### src/design/tcr_pkg.sv
// text console renderer: shared types and constants
// no dependencies; used by every module of the block
package tcr_pkg;

    // operation codes of an input beat
    localparam logic [1:0] OP_PUT   = 2'd0;
    localparam logic [1:0] OP_FONT  = 2'd1;
    localparam logic [1:0] OP_PIXEL = 2'd2;
    localparam logic [1:0] OP_NONE  = 2'd3;

    // configuration register indexes
    localparam logic REG_FG = 1'b0;
    localparam logic REG_BG = 1'b1;

    localparam logic [15:0] FG_RESET = 16'hFFFF;
    localparam logic [15:0] BG_RESET = 16'h0000;

    localparam logic [7:0] CODE_LF    = 8'h0A;
    localparam logic [7:0] CODE_CR    = 8'h0D;
    localparam logic [7:0] CODE_SPACE = 8'h20;
    localparam logic [7:0] CHAR_MASK  = 8'h7F;

    localparam int FONT_BYTES = 480;
    localparam int FONT_AW    = 9;
    localparam int CELL_W     = 6;
    localparam int CELL_H_LOG = 3;
    localparam int GLYPH_W    = 5;

    // px / 6 as (px * 171) >> 10, exact for any 8-bit px
    localparam int DIV6_MUL   = 171;
    localparam int DIV6_SHIFT = 10;

    localparam int QUEUE_DEPTH = 4;
    localparam int QUEUE_AW    = 2;

    typedef struct packed {
        logic [1:0] operation;
        logic [7:0] char_code;
        logic       end_of_text;
        logic [8:0] font_index;
        logic [7:0] font_byte;
        logic [7:0] pixel_x;
        logic [7:0] pixel_y;
    } t_in_item;

    typedef struct packed {
        logic [15:0] pixel_color;
        logic        refresh_request;
    } t_out_item;

    // classified command held in the queue
    typedef struct packed {
        logic [1:0] op;
        logic [7:0] code;
        logic       eot;
        logic [8:0] font_index;
        logic [7:0] font_byte;
        logic [5:0] cell_x;
        logic [4:0] cell_y;
        logic       in_grid;
        logic [2:0] glyph_col;
        logic [2:0] glyph_row;
    } t_cmd;

endpackage

### src/design/tcr_queue.sv
// text console renderer: short command queue between front and back
// uses tcr_pkg
module tcr_queue (
    input  logic          i_clk,
    input  logic          i_rst_n,
    input  logic          i_push,
    input  tcr_pkg::t_cmd i_data,
    input  logic          i_pop,
    output logic          o_full,
    output logic          o_empty,
    output tcr_pkg::t_cmd o_head
);

    tcr_pkg::t_cmd r_slot [tcr_pkg::QUEUE_DEPTH];
    logic [tcr_pkg::QUEUE_AW-1:0] r_wr;
    logic [tcr_pkg::QUEUE_AW-1:0] r_rd;
    logic [tcr_pkg::QUEUE_AW:0]   r_count;

    assign o_full  = (int'(r_count) == tcr_pkg::QUEUE_DEPTH);
    assign o_empty = (r_count == '0);
    assign o_head  = r_slot[r_rd];

    always_ff @(posedge i_clk) begin
        if (!i_rst_n) begin
            r_wr    <= '0;
            r_rd    <= '0;
            r_count <= '0;
        end else begin
            if (i_push) begin
                r_wr <= r_wr + 1'b1;
            end
            if (i_pop) begin
                r_rd <= r_rd + 1'b1;
            end
            if (i_push && !i_pop) begin
                r_count <= r_count + 1'b1;
            end else if (i_pop && !i_push) begin
                r_count <= r_count - 1'b1;
            end
        end
    end

    always_ff @(posedge i_clk) begin
        if (i_push) begin
            r_slot[r_wr] <= i_data;
        end
    end

endmodule

### config.mk
export PLATFORM = sky130hd
export DESIGN_NAME = tcr_queue
export DESIGN_NICKNAME = d
export VERILOG_FILES = /design/src/design/tcr_pkg.sv /design/src/design/tcr_queue.sv
export SDC_FILE = /design/constraint.sdc
export NUM_CORES = 1
export LEC_CHECK = 0
export ABC_AREA = 1
export BUFFER_PORTS_ARGS = -buffer_cell sky130_fd_sc_hd__buf_4
export CAP_MARGIN = 15
export CORE_MARGIN = 8
export CORE_UTILIZATION = 50
export CTS_BUF_LIST = sky130_fd_sc_hd__clkbuf_8
export CTS_CLUSTER_DIAMETER = 120
export DETAILED_ROUTE_END_ITERATION = 16
export HOLD_SLACK_MARGIN = 0.12
export PLACE_DENSITY = 0.8
export SLEW_MARGIN = 30
export SYNTH_ARGS = -nofsm -noshare
export SYNTH_HDL_FRONTEND = slang
export SYNTH_SLANG_ARGS = --single-unit
### constraint.sdc
create_clock -name i_clk -period 1.76 [get_ports i_clk]
set_input_delay 0.352 -clock i_clk [delete_from_list [all_inputs] [get_ports i_clk]]
set_output_delay 0.352 -clock i_clk [all_outputs]
set_load 0.005 [all_outputs]
==> impl_results.md, run 1 <==
- Layout cells sized above 1: between 30% and 40%
- Detailed placement HPWL: slightly above 9000 µm
- Unique masters post-synth: 20
- Gr usage total: approximately 19%
- Fill cells: 960
- Max incr delay on CP: 0.48 ns
- Power Dens Cells: about 950 nW/µm²
- Global route overflow: 0
- Most frequent cells in the layout: edfxtp_1 (184), buf_4 (102), nor2_1 (80)
- Synth Net Count: ~560
- Die H: 137 µm
- Die W: 137 µm
- Nets: just over 700
- Worst hold path class: in -> reg
- CP Data Required Time: roughly 1.4 ns
- Htree depth: 4
- Commonest non-fill, non-tap cell in the layout: edfxtp_1
- Final RePlAce weighted congestion: between 0.7 and 0.8
- Synth Area in Simple Gates: under 10%
- Initial antenna violation count: 0
- Vias per cell: between 5 and 6
- Post-synth top area cell: edfxtp_1
- Ys Warns: 0
- Syn avg cell area: around 14 µm²
- Fmax achieved: 495 MHz
- Finished layout cell area: a little under 10,000 µm²
- CTS sink cnt: approximately 190
- Die area: 18,600 µm²
- Slew margin rel.: around 67%
- Num ports: 98
- RSZ-0062 raised after global routing: yes
- Critical path startpoint category: flop
- Largest fanout on the critical path: 25
- Clock latency on the worst-skew pair: roughly 0.45 ns
- Max-cap viol count: 0
- Leakage: 3.44 nW
- Initial core utilization: ~50%
- Adder-Cell Fraction of Synth Area: 1.14%
- Vias in the first global route: 5,179
- Slew @ Worst Pin: roughly 0.49 ns
- Period minus WS final: 2.02 ns
- Drt drc: 0
- Root buf cell: clkbuf_8
- Setup slack after layout: -0.260 ns
- Setup TNS: -9.52 ns
- Via count: approximately 4,800
- Syn Inst Count: between 500 and 600
- Bufs on Longest Clock Path: 2
- Worst Setup End Kind: output pin
- Top-area cell type share of the netlist area: about three quarters
- Core Util, Final: about two thirds
- Largest net degree at the start of global routing: 31
- Crit share post-route: 115%
- Final setup violation count: 46
- Global-route wire length before repair: 26,700 µm
- I/O Buffers: 97
- Worst setup path class: reg -> out
- Core area: 14,400 µm²
- Total power: 9.23 mW
- Number of diodes: 0
- Hold Fails Final Rpt: 0
- WL final: ~18,000 µm
- DP Area: 8270 µm²
- WP data arrival: between 1.5 and 2 ns
- Post-synthesis mux area share: 0%
- Max-slew violation count: 0
- Routed WL per cell: slightly above 20 µm
- Synth top area cells: edfxtp_1 (76%), nor2_1 (5.0%), o21ai_0 (4.4%)
- Routed Antenna Nets: 0
- Failing checks: negative setup slack
- Total CTS buffers: 17
- Synth Cell Area: ~7300 µm²
- Critical path, cell by cell: clkinv_8 > buf_16 > o21ai_1 > o22ai_1 > buf_4
- Main combinational cell family by area after synthesis: compound AO/OA/AOI/OAI gates
- XOR/XNOR share of the synthesized area: 0%
- Syn-to-layout area delta: 33.5%
- CTS clk-pin slew, worst paths: approximately 0.1 ns
- Critical path's slowest cell: dfxtp_4
- Yosys reg bits: between 150 and 200
- DR iter-0 viols: ~460
- Maximum VDD drop: ~0.95 mV
- Drt pass-1 iters: 5
- Worst Clk Skew: roughly 0.011 ns
- Synth Area in Compound Gates: 11.0%
- TritonCTS clock tree: built
- Status: complete, but fails checks
- Row count: 44
- Post-synthesis sequential area ratio: between 70% and 80%
## cell usage after synthesis
cell type  number
o21ai_1        34
dfxtp_1         9
nor2_1         97
nand2_1         9
buf_6          10
clkbuf_1       11
ha_1            5
fa_1            1
clkinv_1        1
o22ai_1        46
buf_2           7
buf_4           1
nor3_1          2
inv_1          15
inv_2           1
a21oi_1         4
o21ai_0        64
edfxtp_1      184
nand3_1         1
nand4_1         1
## state kept, by name (all words and copies together), names as in the netlist, named ones only
signal,count
r_slot,184
r_rd,2
r_wr,2
r_count,3
## critical path, delay by kind of cell (launching register included)
family | cells | cell delay [ns]
compound gates | 2 | 0.26
buf+inv | 3 | 0.46
flops | 1 | 0.48
## layout make-up
| class | instances | area [µm²] | share of cell area, % |
|---|---|---|---|
| clock inverter | 15 | 111 | 1.15 |
| tap | 184 | 230 | 2.37 |
| sequential | 193 | 5710 | 58.9 |
| inverter | 17 | 104 | 1.07 |
| clock buffer | 17 | 234 | 2.41 |
| timing repair buffer | 169 | 1700 | 17.5 |
| multi-input combinational | 264 | 1600 | 16.5 |
## layer usage
layer	GRT usage (%)	wire (µm)	up-vias
li1	-	-	2195
met1	23.5	7620	2436
met2	31.7	8740	183
met3	4.96	1120	29
met4	8.36	287	0
met5	0	0	-
## where the power goes
| part | internal [mW] | switching, mW | total, mW | leakage [nW] |
|---|---|---|---|---|
| logic | 0.656 | 0.700 | 1.36 | 1.51 |
| registers | 5.23 | 0.0795 | 5.31 | 1.77 |
| clock network | 0.992 | 1.57 | 2.56 | 0.171 |
| total | 6.88 | 2.35 | 9.23 | 3.44 |
## path summary, 6_finish.rpt
path	start	to	slack [ns]	cells past startpoint
worst min register to register	r_rd[1]$_SDFFE_PN0P_	flop	0.49	1
worst min-delay path	i_rst_n	r_wr[0]$_SDFFE_PN0P_	0.20	3
worst max register to register	r_wr[0]$_SDFFE_PN0P_	r_slot[0][13]$_DFFE_PP_	0.20	5
worst max-delay path	flop	o_head[17]	-0.26	5
## metrics by stage
stage / setup slack, ns / hold WS [ns] / cells
detailed placement: 0.0261 / 0.429 / 770
CTS: -0.267 / 0.160 / 859
global route: -0.352 / 0.163 / 859
finish: -0.260 / 0.199 / 859
floorplan: 0.0264 / 0.412 / 503
global placement: 0.0952 / 0.421 / 770
## cell families (layout without fill, tap and decap cells)
logic type	after synthesis	in the layout
DFF	193	193
AOI/OAI and AO/OA	148	148
and+or+nand+nor	110	110
buffers and inverters	46	218
adders and majority gates	6	6
## timing repair
item	in CTS	in global routing
pin swaps	7	7
endpoints found under the hold margin	184	0
setup endpoints to repair	46	46
setup buffers	3	0
hold buffers	46	0
gates cloned	8	2
resized for setup	62	51
Power figures use the tool's default switching activity.
==> run 2: changes to the inputs <==
Settings changed: CTS_BUF_LIST sky130_fd_sc_hd__clkbuf_8 to unset.
==> run 2 against run 1 <==
The run still ends with negative setup slack left; flip-flop and latch count stayed put; routed wire length is 1.3% higher; setup slack better by 0.044 ns; final area is 0.36% higher; maximum frequency is 2.2% higher; power is 9.9% higher; first-iteration DRC count is 5.3% lower; combinational power hardly changed; utilization is 0.24 points higher; largest power group unchanged.
==> impl_results.md, run 2 (synthesis results as in run 1) <==
- CTS sink cnt: slightly below 200
- Global route overflow: 0
- Via count: around 4,800
- TritonCTS clock tree: built
- Max-slew violation count: 0
- Total CTS buffers: 17
- Clk pwr share: between 30% and 40%
- Switching share of power: ~24%
- WL final: around 18,000 µm
- Routed WL per cell: 21.1 µm
- Largest fanout on the critical path: 21
- Gr usage total: around a fifth
- Slew @ Worst Pin: about 0.48 ns
- Final cell count without fillers: about 850
- Number of diodes: 0
- CTS clk-pin slew, worst paths: roughly 0.070 ns
- Worst reg2reg setup slack: ~0.22 ns
- Bufs on Longest Clock Path: 2
- Layout cells sized above 1: just over 30%
- Root buf cell: clkbuf_16
- Critical path, cell by cell: inv_8 > buf_12 > nor2_1 > o22ai_2 > buf_4
- Critical path's slowest cell: dfxtp_4
- WP data arrival: ~1.6 ns
- Fmax achieved: around 510 MHz
- Hold_sp: i_data[39]
- Reg-to-reg startpoint: r_wr[0]$_SDFFE_PN0P_
- Fill cells: 955
- Hold Crit Depth: 1
- Most frequent cells in the layout: edfxtp_1 (184), buf_4 (102), nor2_1 (87)
- Die H: roughly 140 µm
- Die W: 137 µm
- Nets: ~700
- Vias in the first global route: just over 5,000
- Num ports: 98
- Hold Fails Final Rpt: 0
- GR Util met2: 32.3%
- Final setup violation count: 46
- Maximum VDD drop: about 1.3 mV
- Slew margin rel.: around two thirds
- Clock latency on the worst-skew pair: approximately 0.42 ns
- Finished layout cell area: between 9000 and 10,000 µm²
- Final RePlAce weighted congestion: between 0.7 and 0.8
- WHS Endpoint: r_slot[2][39]$_DFFE_PP_
- Routed Antenna Nets: 0
- M3 GR Usage: 5.36%
- Largest net degree at the start of global routing: 31
- Sequential cell area: 5710 µm²
- Syn-to-layout area delta: 34.0%
- CP Data Required Time: roughly 1.4 ns
- Logic pwr share: 13.1%
- Global route hottest layer: met2
- Power Dens Cells: about 1000 nW/µm²
- Vias per cell: ~5.7
- NetSw: ~2.4 mW
- Worst hold path class: in -> reg
- RSZ-0062 raised after global routing: yes
- Worst setup path class: reg -> out
- Grt met1 use: between 20% and 30%
- Dpl cells: just under 800
- Seq pwr share: about 52%
- Global-route wire length before repair: around 27,000 µm
- Leakage: 3.49 nW
- R2R Path End: r_slot[2][21]$_DFFE_PP_
- Multi-input logic area: 1490 µm²
- Crit share post-route: 112%
- Max incr delay on CP: around 0.47 ns
- Top flop regs: r_slot x184, r_count x3
- Detailed placement HPWL: 9050 µm
- Row count: between 40 and 50
- Core area: between 10,000 and 15,000 µm²
- Period minus WS final: between 1.5 and 2 ns
- Max reg flops: ~180
- Reg2reg path depth: 5
- I/O Buffers: 97
- DR iter-0 viols: approximately 430
- Worst Setup End Kind: output pin
- Worst Clk Skew: 0.00792 ns
- Drt drc: 0
- Critical path startpoint category: flop
- Status: complete, but fails checks
- Initial antenna violation count: 0
- DP Area: about 8300 µm²
- Drt pass-1 iters: 5
- Max-cap viol count: 0
- Initial core utilization: 50.6%
- Setup TNS: -6.41 ns
- Failing checks: negative setup slack
- Internal: ~7.7 mW
- Setup slack after layout: -0.216 ns
- Htree depth: 4
- Commonest non-fill, non-tap cell in the layout: edfxtp_1
- Top reg by flops: r_slot
- Die area: between 15,000 and 20,000 µm²
[run 2: cell types whose count changed in the layout (fill, tap and decap cells not counted), moves of 2 or more]
cell           before  now
clkbuf_16           2   20
dlygate4sd3_1      46   37
o21ai_2            30   21
nor2_1             80   87
clkbuf_8           17    0
buf_16              6    8
clkinv_8            2    0
o21ai_4             6    1
nor2_2             17   10
o21ai_1            19   32
[run 2: power groups by stage]
stage          Clock, mW  Sequential [mW]  Combinational (mW)
2_1_floorplan          0             5.38               0.485
3_3_place_gp           0             5.38               0.995
3_5_place_dp           0             5.40                1.03
4_1_cts             3.54             5.31                1.26
5_1_grt             3.73             5.32                1.44
6_report            3.50             5.31                1.33
[run 2: worst max path at each step]
stage,from,to,depth (start not counted)
after floorplan,r_wr[0]$_SDFFE_PN0P_,r_slot[0][0]$_DFFE_PP_,4
after global placement,flop,o_head[41],4
after detailed placement,flop,o_head[0],4
after CTS,flop,o_head[30],5
after global routing,flop,o_head[30],5
final,flop,o_head[30],5
[run 2: critical path, delay by kind of cell (launching register included)]
kind	cells	cell delay (ns)
flops	1	0.47
compound gates	1	0.13
simple gates	1	0.18
buf+inv	3	0.42
[run 2: routing by layer]
layer / up-vias / part of all wire (%)
li1: 2196 / -
met4: 0 / 1.0
met1: 2414 / 42
met5: - / 0
met3: 20 / 7.1
met2: 211 / 50
[run 2: cell type report]
cell class	count	area share, %
Timing Repair Buffer	162	17.2
Tap cell	184	2.37
Inverter	17	0.938
Sequential cell	193	58.7
Multi-Input combinational cell	264	15.3
Clock inverter	15	1.14
Clock buffer	17	4.37
[run 2: metrics by stage]
step / power (mW) / hold slack, ns / setup WS (ns) / util (%)
after detailed placement: 6.43 / 0.429 / 0.0261 / 57.6
final: 10.1 / 0.135 / -0.216 / 67.7
after CTS: 10.1 / 0.121 / -0.196 / 66.2
after global routing: 10.5 / 0.123 / -0.297 / 67.7
after global placement: 6.38 / 0.421 / 0.0952 / 57.6
after floorplan: 5.87 / 0.412 / 0.0264 / -
[run 2: what timing repair did]
action | CTS | global route
buffers inserted | 2 | 0
setup endpoints to repair | 46 | 46
hold buffers | 32 | 5
pin swaps | 5 | 8
gates cloned | 8 | 3
gates resized for setup | 57 | 26
endpoints found under the hold margin | 117 | 14
