$ cat src/design/tcr_pkg.sv
// text console renderer: shared types and constants
// no dependencies; used by every module of the block
package tcr_pkg;

    // operation codes of an input beat
    localparam logic [1:0] OP_PUT   = 2'd0;
    localparam logic [1:0] OP_FONT  = 2'd1;
    localparam logic [1:0] OP_PIXEL = 2'd2;
    localparam logic [1:0] OP_NONE  = 2'd3;

    // configuration register indexes
    localparam logic REG_FG = 1'b0;
    localparam logic REG_BG = 1'b1;

    localparam logic [15:0] FG_RESET = 16'hFFFF;
    localparam logic [15:0] BG_RESET = 16'h0000;

    localparam logic [7:0] CODE_LF    = 8'h0A;
    localparam logic [7:0] CODE_CR    = 8'h0D;
    localparam logic [7:0] CODE_SPACE = 8'h20;
    localparam logic [7:0] CHAR_MASK  = 8'h7F;

    localparam int FONT_BYTES = 480;
    localparam int FONT_AW    = 9;
    localparam int CELL_W     = 6;
    localparam int CELL_H_LOG = 3;
    localparam int GLYPH_W    = 5;

    // px / 6 as (px * 171) >> 10, exact for any 8-bit px
    localparam int DIV6_MUL   = 171;
    localparam int DIV6_SHIFT = 10;

    localparam int QUEUE_DEPTH = 4;
    localparam int QUEUE_AW    = 2;

    typedef struct packed {
        logic [1:0] operation;
        logic [7:0] char_code;
        logic       end_of_text;
        logic [8:0] font_index;
        logic [7:0] font_byte;
        logic [7:0] pixel_x;
        logic [7:0] pixel_y;
    } t_in_item;

    typedef struct packed {
        logic [15:0] pixel_color;
        logic        refresh_request;
    } t_out_item;

    // classified command held in the queue
    typedef struct packed {
        logic [1:0] op;
        logic [7:0] code;
        logic       eot;
        logic [8:0] font_index;
        logic [7:0] font_byte;
        logic [5:0] cell_x;
        logic [4:0] cell_y;
        logic       in_grid;
        logic [2:0] glyph_col;
        logic [2:0] glyph_row;
    } t_cmd;

endpackage

$ cat src/design/tcr_front.sv
// text console renderer: front end, accepts beats and classifies them
// uses tcr_pkg; feeds tcr_queue
module tcr_front #(
    parameter int TEXT_COLS = 40,
    parameter int TEXT_ROWS = 30
) (
    input  logic             i_in_valid,
    output logic             o_in_stall,
    input  tcr_pkg::t_in_item i_item,
    input  logic             i_queue_full,
    input  logic             i_busy,
    output logic             o_push,
    output tcr_pkg::t_cmd    o_cmd
);

    logic [17:0] div_prod;
    logic [5:0]  cell_x;
    logic [4:0]  cell_y;
    logic [7:0]  col_base;

    always_comb begin
        div_prod = 18'(int'(i_item.pixel_x) * tcr_pkg::DIV6_MUL);
        cell_x   = 6'(div_prod >> tcr_pkg::DIV6_SHIFT);
        col_base = 8'(int'(cell_x) * tcr_pkg::CELL_W);
        cell_y   = i_item.pixel_y[7:tcr_pkg::CELL_H_LOG];
    end

    always_comb begin
        o_cmd.op         = i_item.operation;
        o_cmd.code       = i_item.char_code;
        o_cmd.eot        = i_item.end_of_text;
        o_cmd.font_index = i_item.font_index;
        o_cmd.font_byte  = i_item.font_byte;
        o_cmd.cell_x     = cell_x;
        o_cmd.cell_y     = cell_y;
        o_cmd.in_grid    = (int'(cell_x) < TEXT_COLS) && (int'(cell_y) < TEXT_ROWS);
        o_cmd.glyph_col  = 3'(i_item.pixel_x - col_base);
        o_cmd.glyph_row  = i_item.pixel_y[tcr_pkg::CELL_H_LOG-1:0];
    end

    assign o_in_stall = i_queue_full || i_busy;
    // unused operation code is taken and dropped here
    assign o_push = i_in_valid && !o_in_stall && (i_item.operation != tcr_pkg::OP_NONE);

endmodule

$ cat config.mk
export PLATFORM = sky130hd
export DESIGN_NAME = tcr_front
export DESIGN_NICKNAME = d
export VERILOG_FILES = /design/src/design/tcr_pkg.sv /design/src/design/tcr_front.sv
export SDC_FILE = /design/constraint.sdc
export NUM_CORES = 1
export LEC_CHECK = 0
export BUFFER_PORTS_ARGS = -buffer_cell sky130_fd_sc_hd__buf_2
export CORE_ASPECT_RATIO = 0.7
export CORE_UTILIZATION = 39
export DETAILED_ROUTE_END_ITERATION = 12
export PLACE_DENSITY = 0.74
export SLEW_MARGIN = 20
export SYNTH_ARGS = -nofsm -noshare
export SYNTH_HDL_FRONTEND = slang
export SYNTH_SLANG_ARGS = --single-unit
$ cat constraint.sdc
create_clock -name vclk -period 7.3
set_clock_uncertainty 0.15 [all_clocks]
set_input_delay 1.095 -clock vclk [all_inputs]
set_output_delay 1.095 -clock vclk [all_outputs]
set_load 0.03 [all_outputs]
==> results of run 1 <==
logic make-up after synthesis:
logic type / count (synthesis) / synth area share [%]
xor gates and xnor gates: 9 / 5.56
muxes: 1 / 0.726
adders and majority gates: 54 / 49.4
AOI/OAI and AO/OA: 24 / 10.8
buffers and inverters: 70 / 25.9
and+or+nand+nor: 20 / 7.66
metal layers:
metal,wire length [um],global-route usage (%),vias up
li1,-,-,548
met1,1260,19.2,479
met2,1080,19.2,21
met3,112,2.00,4
met4,13,0.943,0
met5,0,0,-
power by group:
group          internal, W  leakage (nW)  switching (W)
Sequential               0             0              0
Clock                    0             0              0
Combinational     0.000165         0.889       0.000275
path summary, 6_finish.rpt:
path                  slack, ps        from        end
worst max-delay path        910   i_item[9]   o_cmd[5]
worst min-delay path       2040  i_item[18]  o_cmd[20]
through the flow:
step	hold WS [ps]	power (W)	utilization (%)	cell area, um^2	instances
floorplan	2170	0.000377	-	1550	178
finish	2040	0.000440	41.2	1510	226
CTS	2040	0.000445	41.2	1510	226
global route	2040	0.000484	41.2	1510	226
global placement	2040	0.000440	41.2	1510	226
detailed placement	2040	0.000442	41.2	1510	226
layout make-up:
type	count	area [um^2]	share of cell area, %
repair buffers	35	175	11.6
multi-input cells	108	1150	76.1
inverters	33	124	8.20
well taps	50	62.6	4.14
synthesized netlist by cell type (all sizes together), types with 3 or more instances:
cell / instances
nand2: 5
buf: 37
inv: 33
ha: 42
a21oi: 6
nand2b: 3
xor2: 3
o21ai: 8
fa: 12
xnor2: 6
critical path: stages:
cell	delay, ps
buf_2	140
ha_1	330
fa_1	490
fa_1	520
inv_1	60
fa_1	530
inv_1	40
ha_1	320
a21o_1	170
a21oi_1	270
xnor2_1	180
ha_1	190
xor2_1	170
xnor2_1	150
xnor2_1	150
xnor2_1	130
buf_2	210
==> results_dict.tcl, run 1 <==
set metrics [dict create \
    rsz0062_at_grt "false" \
    final_cell_mix "42 x ha_1, 35 x buf_2, 33 x inv_1" \
    crit_path_max_fanout 5 \
    final.clkbuf_count 0 \
    ys_seq_area_share_pct 0 \
    pre_cts_ws_ps 904 \
    setup_violations 0 \
    top_level_ports 95 \
    die_area_mm2 0.00424 \
    synth_area_leaders "ha_1 34%, buf_4 18%, fa_1 15%, inv_1 8.0%, xnor2_1 2.8%" \
    drtIter0Drc 35 \
    finalCriticalPeriod_ps 6390 \
    syn_area_mm2 0.00155 \
    hold_buffers 0 \
    grt_pass1_vias 988 \
    drv_slew 0 \
    arrival_ps 5150 \
    yosys_warnings 0 \
    die_h_um 54.8 \
    hold_class "in2out" \
    grt_pass1_wl_um 4350 \
    status "finished, final reports clean" \
    antenna_found_initial 0 \
    core-area_mm2 0.00367 \
    hold_viol_final 0 \
    vias 1052 \
    die_x_um 77.4 \
    critPathCaptureType "primary output" \
    relSlewSlack_pct 68.9 \
    setup_ws_ps 906 \
    tns_ps 0 \
    regArea_um2 0 \
    nets 279 \
    diodes 0 \
    max_freq_mhz 156 \
    p_leak_nw 0.889 \
    globalRouteTotalUtil_pct 12.6 \
    wl_um 2470 \
    yosysTopAreaCellShare_pct 33.9 \
    drc_errors 0 \
    drtAntennaViolNets 0 \
    irDropWorstVdd_mv 0.291 \
    gp_congestion 0.812 \
    setup.worst_path.start_class "input pin" \
    drv_cap 0 \
    dp_hpwl_um 2300 \
    synth_cell_types 29 \
    holdPathStages 0 \
    path_class "in2out" \
    row_count 18 \
    grt_max_degree 7 \
    avgViaCountPerCell 4.65 \
    p_per_area_mw_per_mm2 291 \
    drtPass1Iterations 4 \
    tightest_slew_ps 462 \
    n_sequential_cell 0 \
    portBuffers 35 \
    overflow 0 \
    post_cts_resized 0 \
    avgSynthCellArea_um2 8.72 \
    fillers 367 \
    final_common_cell "ha_1" \
    finalCritPeriodShare_pct 87.6 \
    synthToLayoutAreaGrowth_pct -2.58 \
    initial_core_util_pct 42.3 \
    synth_nets 279 \
    cts_setup_buffers 0 \
    required_ps 6050 \
    avgRoutedWirePerCell_um 10.9 \
    syn_inst 178 \
    synth_area_leader_cell "ha_1" \
    drive_gt1_share_pct 23.3 \
]
(Power assumes the default switching activity.)
==> run 2: changes to the inputs <==
--- a/config.mk
+++ b/config.mk
@@ -10,6 +10,7 @@
 export CORE_UTILIZATION = 39
 export DETAILED_ROUTE_END_ITERATION = 12
 export PLACE_DENSITY = 0.74
+export RECOVER_POWER = 25
 export SLEW_MARGIN = 20
 export SYNTH_ARGS = -nofsm -noshare
 export SYNTH_HDL_FRONTEND = slang
==> constraint.sdc (replaced) <==
create_clock -name vclk -period 7.3
set_clock_uncertainty 0.15 [all_clocks]
set_input_delay 0.365 -clock vclk [all_inputs]
set_output_delay 0.365 -clock vclk [all_outputs]
set_load 0.03 [all_outputs]
==> results_dict.tcl, run 2 (synthesis gave the netlist of run 1 again) <==
set metrics [dict create \
    fin_util_pct 41.2 \
    p_leak_nw 0.889 \
    globalRouteTotalUtil_pct 13.0 \
    rsz0062_at_grt "false" \
    crit_chain "buf_2 -> ha_1 -> fa_1 -> fa_1 -> inv_1 -> fa_1 -> inv_1 -> ha_1 -> a21o_1 -> a21oi_1 -> xnor2_1 -> ha_1 -> xor2_1 -> xnor2_1 -> xnor2_1 -> xnor2_1 -> buf_2" \
    status "finished, final reports clean" \
    arrival_ps 4430 \
    antenna_found_initial 0 \
    relSlewSlack_pct 69.3 \
    critical-path-max-stage-delay_ps 530 \
    drc_errors 0 \
    seqPwrFrac_pct 0 \
    final.clkbuf_count 0 \
    initial_core_util_pct 42.3 \
    post_cts_resized 0 \
    dp_hpwl_um 2350 \
    grt_pass1_vias 981 \
    critPathBufInv 4 \
    p_per_area_mw_per_mm2 293 \
    hold_viol_final 0 \
    gp_congestion 0.812 \
    portBuffers 35 \
    worst_path_max_delay_cell "fa_1" \
    n_sequential_cell 0 \
    vias 1066 \
    drtIter0Drc 16 \
    top_level_ports 95 \
    irDropWorstVdd_mv 0.321 \
    net-switching-power_w 0.000277 \
    overflow 0 \
    finalCriticalPeriod_ps 4940 \
    nets 279 \
    grt_max_degree 7 \
    drtPass1Iterations 4 \
    fillers 373 \
    setup_violations 0 \
    combPwrFrac_pct 100.0 \
    clkPwrFrac_pct 0 \
    p_int_w 0.000165 \
    die_h_um 54.8 \
    tightest_slew_ps 455 \
    die_x_um 77.4 \
    crit_path_max_fanout 5 \
    drv_slew 0 \
    crit_top_cell "xnor2_1" \
    setup.worst_path.start_class "input pin" \
    p_sw_share_pct 62.6 \
    final_common_cell "ha_1" \
    tns_ps 0 \
    final_cell_mix "42 x ha_1, 35 x buf_2, 33 x inv_1" \
    synthToLayoutAreaGrowth_pct -2.58 \
    regArea_um2 0 \
    avgRoutedWirePerCell_um 11.3 \
    cts_setup_buffers 0 \
    avgViaCountPerCell 4.72 \
    core-area_mm2 0.00367 \
    row_count 18 \
    die_area_mm2 0.00424 \
    wl_um 2560 \
    drive_gt1_share_pct 23.3 \
    grt_pass1_wl_um 4420 \
    drv_cap 0 \
    drtAntennaViolNets 0 \
    critPathCaptureType "primary output" \
    path_class "in2out" \
    hold_class "in2out" \
    diodes 0 \
    max_freq_mhz 202 \
    finalCritPeriodShare_pct 67.7 \
    hold_buffers 0 \
    required_ps 6780 \
    cp_top_family "adder cells" \
]
run 2: cell counts in the layout (fill, tap and decap cells not counted):
Identical to the previous run, type by type.
run 2: path summary, 6_finish.rpt:
kind                       start        end  slack [ps]  cells after the start
worst min-delay path  i_item[18]  o_cmd[20]         580                      0
worst max-delay path   i_item[9]   o_cmd[5]        2360                     17
run 2: layout make-up:
type,instances,area [um^2],share of cell area [%]
well taps,50,62.6,4.14
repair buffers,35,175,11.6
inverters,33,124,8.20
multi-input cells,108,1150,76.1
run 2: metal layers:
layer | global-route usage (%) | share of wire [%] | vias up
met5 | 0 | 0 | -
met4 | 0.943 | 0.51 | 0
met3 | 1.50 | 4.2 | 4
met2 | 19.9 | 43 | 28
met1 | 19.9 | 52 | 484
li1 | - | - | 550
run 2: per-stage QoR:
step / hold slack, ps / std cells / instance area (um^2) / setup slack, ps / total power [W]
4_1_cts: 580 / 226 / 1510 / 2340 / 0.000446
2_1_floorplan: 712 / 178 / 1550 / 2190 / 0.000377
5_1_grt: 580 / 226 / 1510 / 2070 / 0.000485
3_3_place_gp: 580 / 226 / 1510 / 2380 / 0.000440
6_report: 580 / 226 / 1510 / 2360 / 0.000442
3_5_place_dp: 580 / 226 / 1510 / 2380 / 0.000442
run 2: power by group through the flow:
stage	clock (W)	sequential, W	combinational, W
final	0	0	0.000442
after global routing	0	0	0.000485
after CTS	0	0	0.000446
after detailed placement	0	0	0.000442
after global placement	0	0	0.000440
after floorplan	0	0	0.000377
==> run 3: changes to the inputs <==
==> constraint.sdc (replaced) <==
create_clock -name vclk -period 4.6
set_clock_uncertainty 0.15 [all_clocks]
set_input_delay 0.23 -clock vclk [all_inputs]
set_output_delay 0.23 -clock vclk [all_outputs]
set_load 0.03 [all_outputs]
==> results_dict.tcl, run 3 (synthesis gave the netlist of run 1 again) <==
set metrics [dict create \
    status "finished, final reports clean" \
    die_x_um 77.4 \
    cp_top_family "adder cells" \
    core-area_mm2 0.00367 \
    holdPathStages 0 \
    row_count 18 \
    grt_max_degree 7 \
    setup.worst_path.start_class "input pin" \
    crit_path_max_fanout 4 \
    drive_gt1_share_pct 29.7 \
    die_h_um 54.8 \
    irDropWorstVdd_mv 0.882 \
    worst_path_max_delay_cell "fa_1" \
    worstHoldStart "i_item[29]" \
    setup_violations 0 \
    drc_errors 0 \
    hold_viol_final 0 \
    critical-path-max-stage-delay_ps 540 \
    wl_um 2530 \
    multi_input_area_mm2 0.00120 \
    critPathCaptureType "primary output" \
    p_leak_nw 0.925 \
    grt_pass1_vias 948 \
    regArea_um2 0 \
    critPathBufInv 4 \
    initial_core_util_pct 42.3 \
    n_sequential_cell 0 \
    rsz0062_at_grt "false" \
    avgRoutedWirePerCell_um 10.9 \
    drv_slew 0 \
    diodes 0 \
    relSlewSlack_pct 71.5 \
    gp_congestion 0.794 \
    hold_class "in2out" \
    drtPass1Iterations 4 \
    final.clkbuf_count 0 \
    dp_hpwl_um 2310 \
    max_freq_mhz 226 \
    drtIter0Drc 30 \
    drtAntennaViolNets 0 \
    grt_pass1_wl_um 4400 \
    portBuffers 35 \
    synthToLayoutAreaGrowth_pct 3.71 \
    top_level_ports 95 \
    final_cell_mix "39 x ha_1, 33 x inv_1, 33 x buf_2" \
    p_per_area_mw_per_mm2 485 \
    drv_cap 0 \
    required_ps 4220 \
    die_area_mm2 0.00424 \
    fillers 360 \
    finalCritPeriodShare_pct 96.0 \
    arrival_ps 4040 \
    overflow 0 \
    nets 285 \
    globalRouteTotalUtil_pct 12.9 \
    path_class "in2out" \
    final_common_cell "ha_1" \
    tightest_slew_ps 428 \
    hold-path-endpoint "o_cmd[31]" \
    finalCriticalPeriod_ps 4420 \
    antenna_found_initial 0 \
    vias 1049 \
    avgViaCountPerCell 4.52 \
    fin_util_pct 43.8 \
    crit_chain "buf_2 -> ha_1 -> fa_1 -> fa_1 -> inv_1 -> fa_1 -> inv_1 -> ha_4 -> a21o_1 -> a21oi_2 -> xnor2_2 -> ha_2 -> xor2_1 -> xnor2_1 -> xnor2_1 -> xnor2_1 -> buf_4" \
    finalNonFillerCells 232 \
    dpl.cell_count 232 \
]
==> run 3: cell type report <==
cell class | count | share of cell area (%)
Inverter | 33 | 7.70
Multi-Input combinational cell | 108 | 74.4
Tap cell | 50 | 3.89
Timing Repair Buffer | 41 | 14.0
==> run 3: metal layers <==
layer	vias to the layer above	GRT usage (%)	part of all wire [%]	wire length (um)
li1	560	-	-	-
met1	461	20.1	52	1320
met2	28	18.9	41	1050
met3	0	2.17	6.5	164
met4	0	0.629	0	0
met5	-	0	0	0
==> run 3: worst max path at each step <==
stage          startpoint       end  depth (start not counted)
2_1_floorplan   i_item[9]  o_cmd[5]                         15
3_3_place_gp    i_item[9]  o_cmd[5]                         17
3_5_place_dp    i_item[9]  o_cmd[5]                         17
4_1_cts         i_item[9]  o_cmd[6]                         15
5_1_grt         i_item[9]  o_cmd[5]                         17
6_report        i_item[9]  o_cmd[5]                         17
==> run 3: where the power goes <==
group	total (W)	internal [W]	switching (W)	leakage, nW
clock network	0	0	0	0
registers	0	0	0	0
logic	0.000781	0.000316	0.000465	0.925
total	0.000781	0.000316	0.000465	0.925
==> run 3: per-stage QoR <==
| step | setup TNS, ps | instance area, um^2 | setup WS [ps] | hold slack (ps) | power, W |
|---|---|---|---|---|---|
| after floorplan | -107 | 1560 | -107 | 442 | 0.000612 |
| after global placement | 0 | 1570 | 29.0 | 310 | 0.000725 |
| after detailed placement | -6.30 | 1570 | -6.30 | 310 | 0.000730 |
| after CTS | 0 | 1570 | 9.84 | 310 | 0.000743 |
| after global routing | 0 | 1610 | 21.5 | 310 | 0.000858 |
| final | 0 | 1610 | 184 | 310 | 0.000781 |
==> run 3: what timing repair did <==
item / in CTS / in global routing
hold buffers: 0 / 0
pin swaps: 0 / 7
buffers inserted: 0 / 0
resized for setup: 1 / 9
setup endpoints to repair: 1 / 3
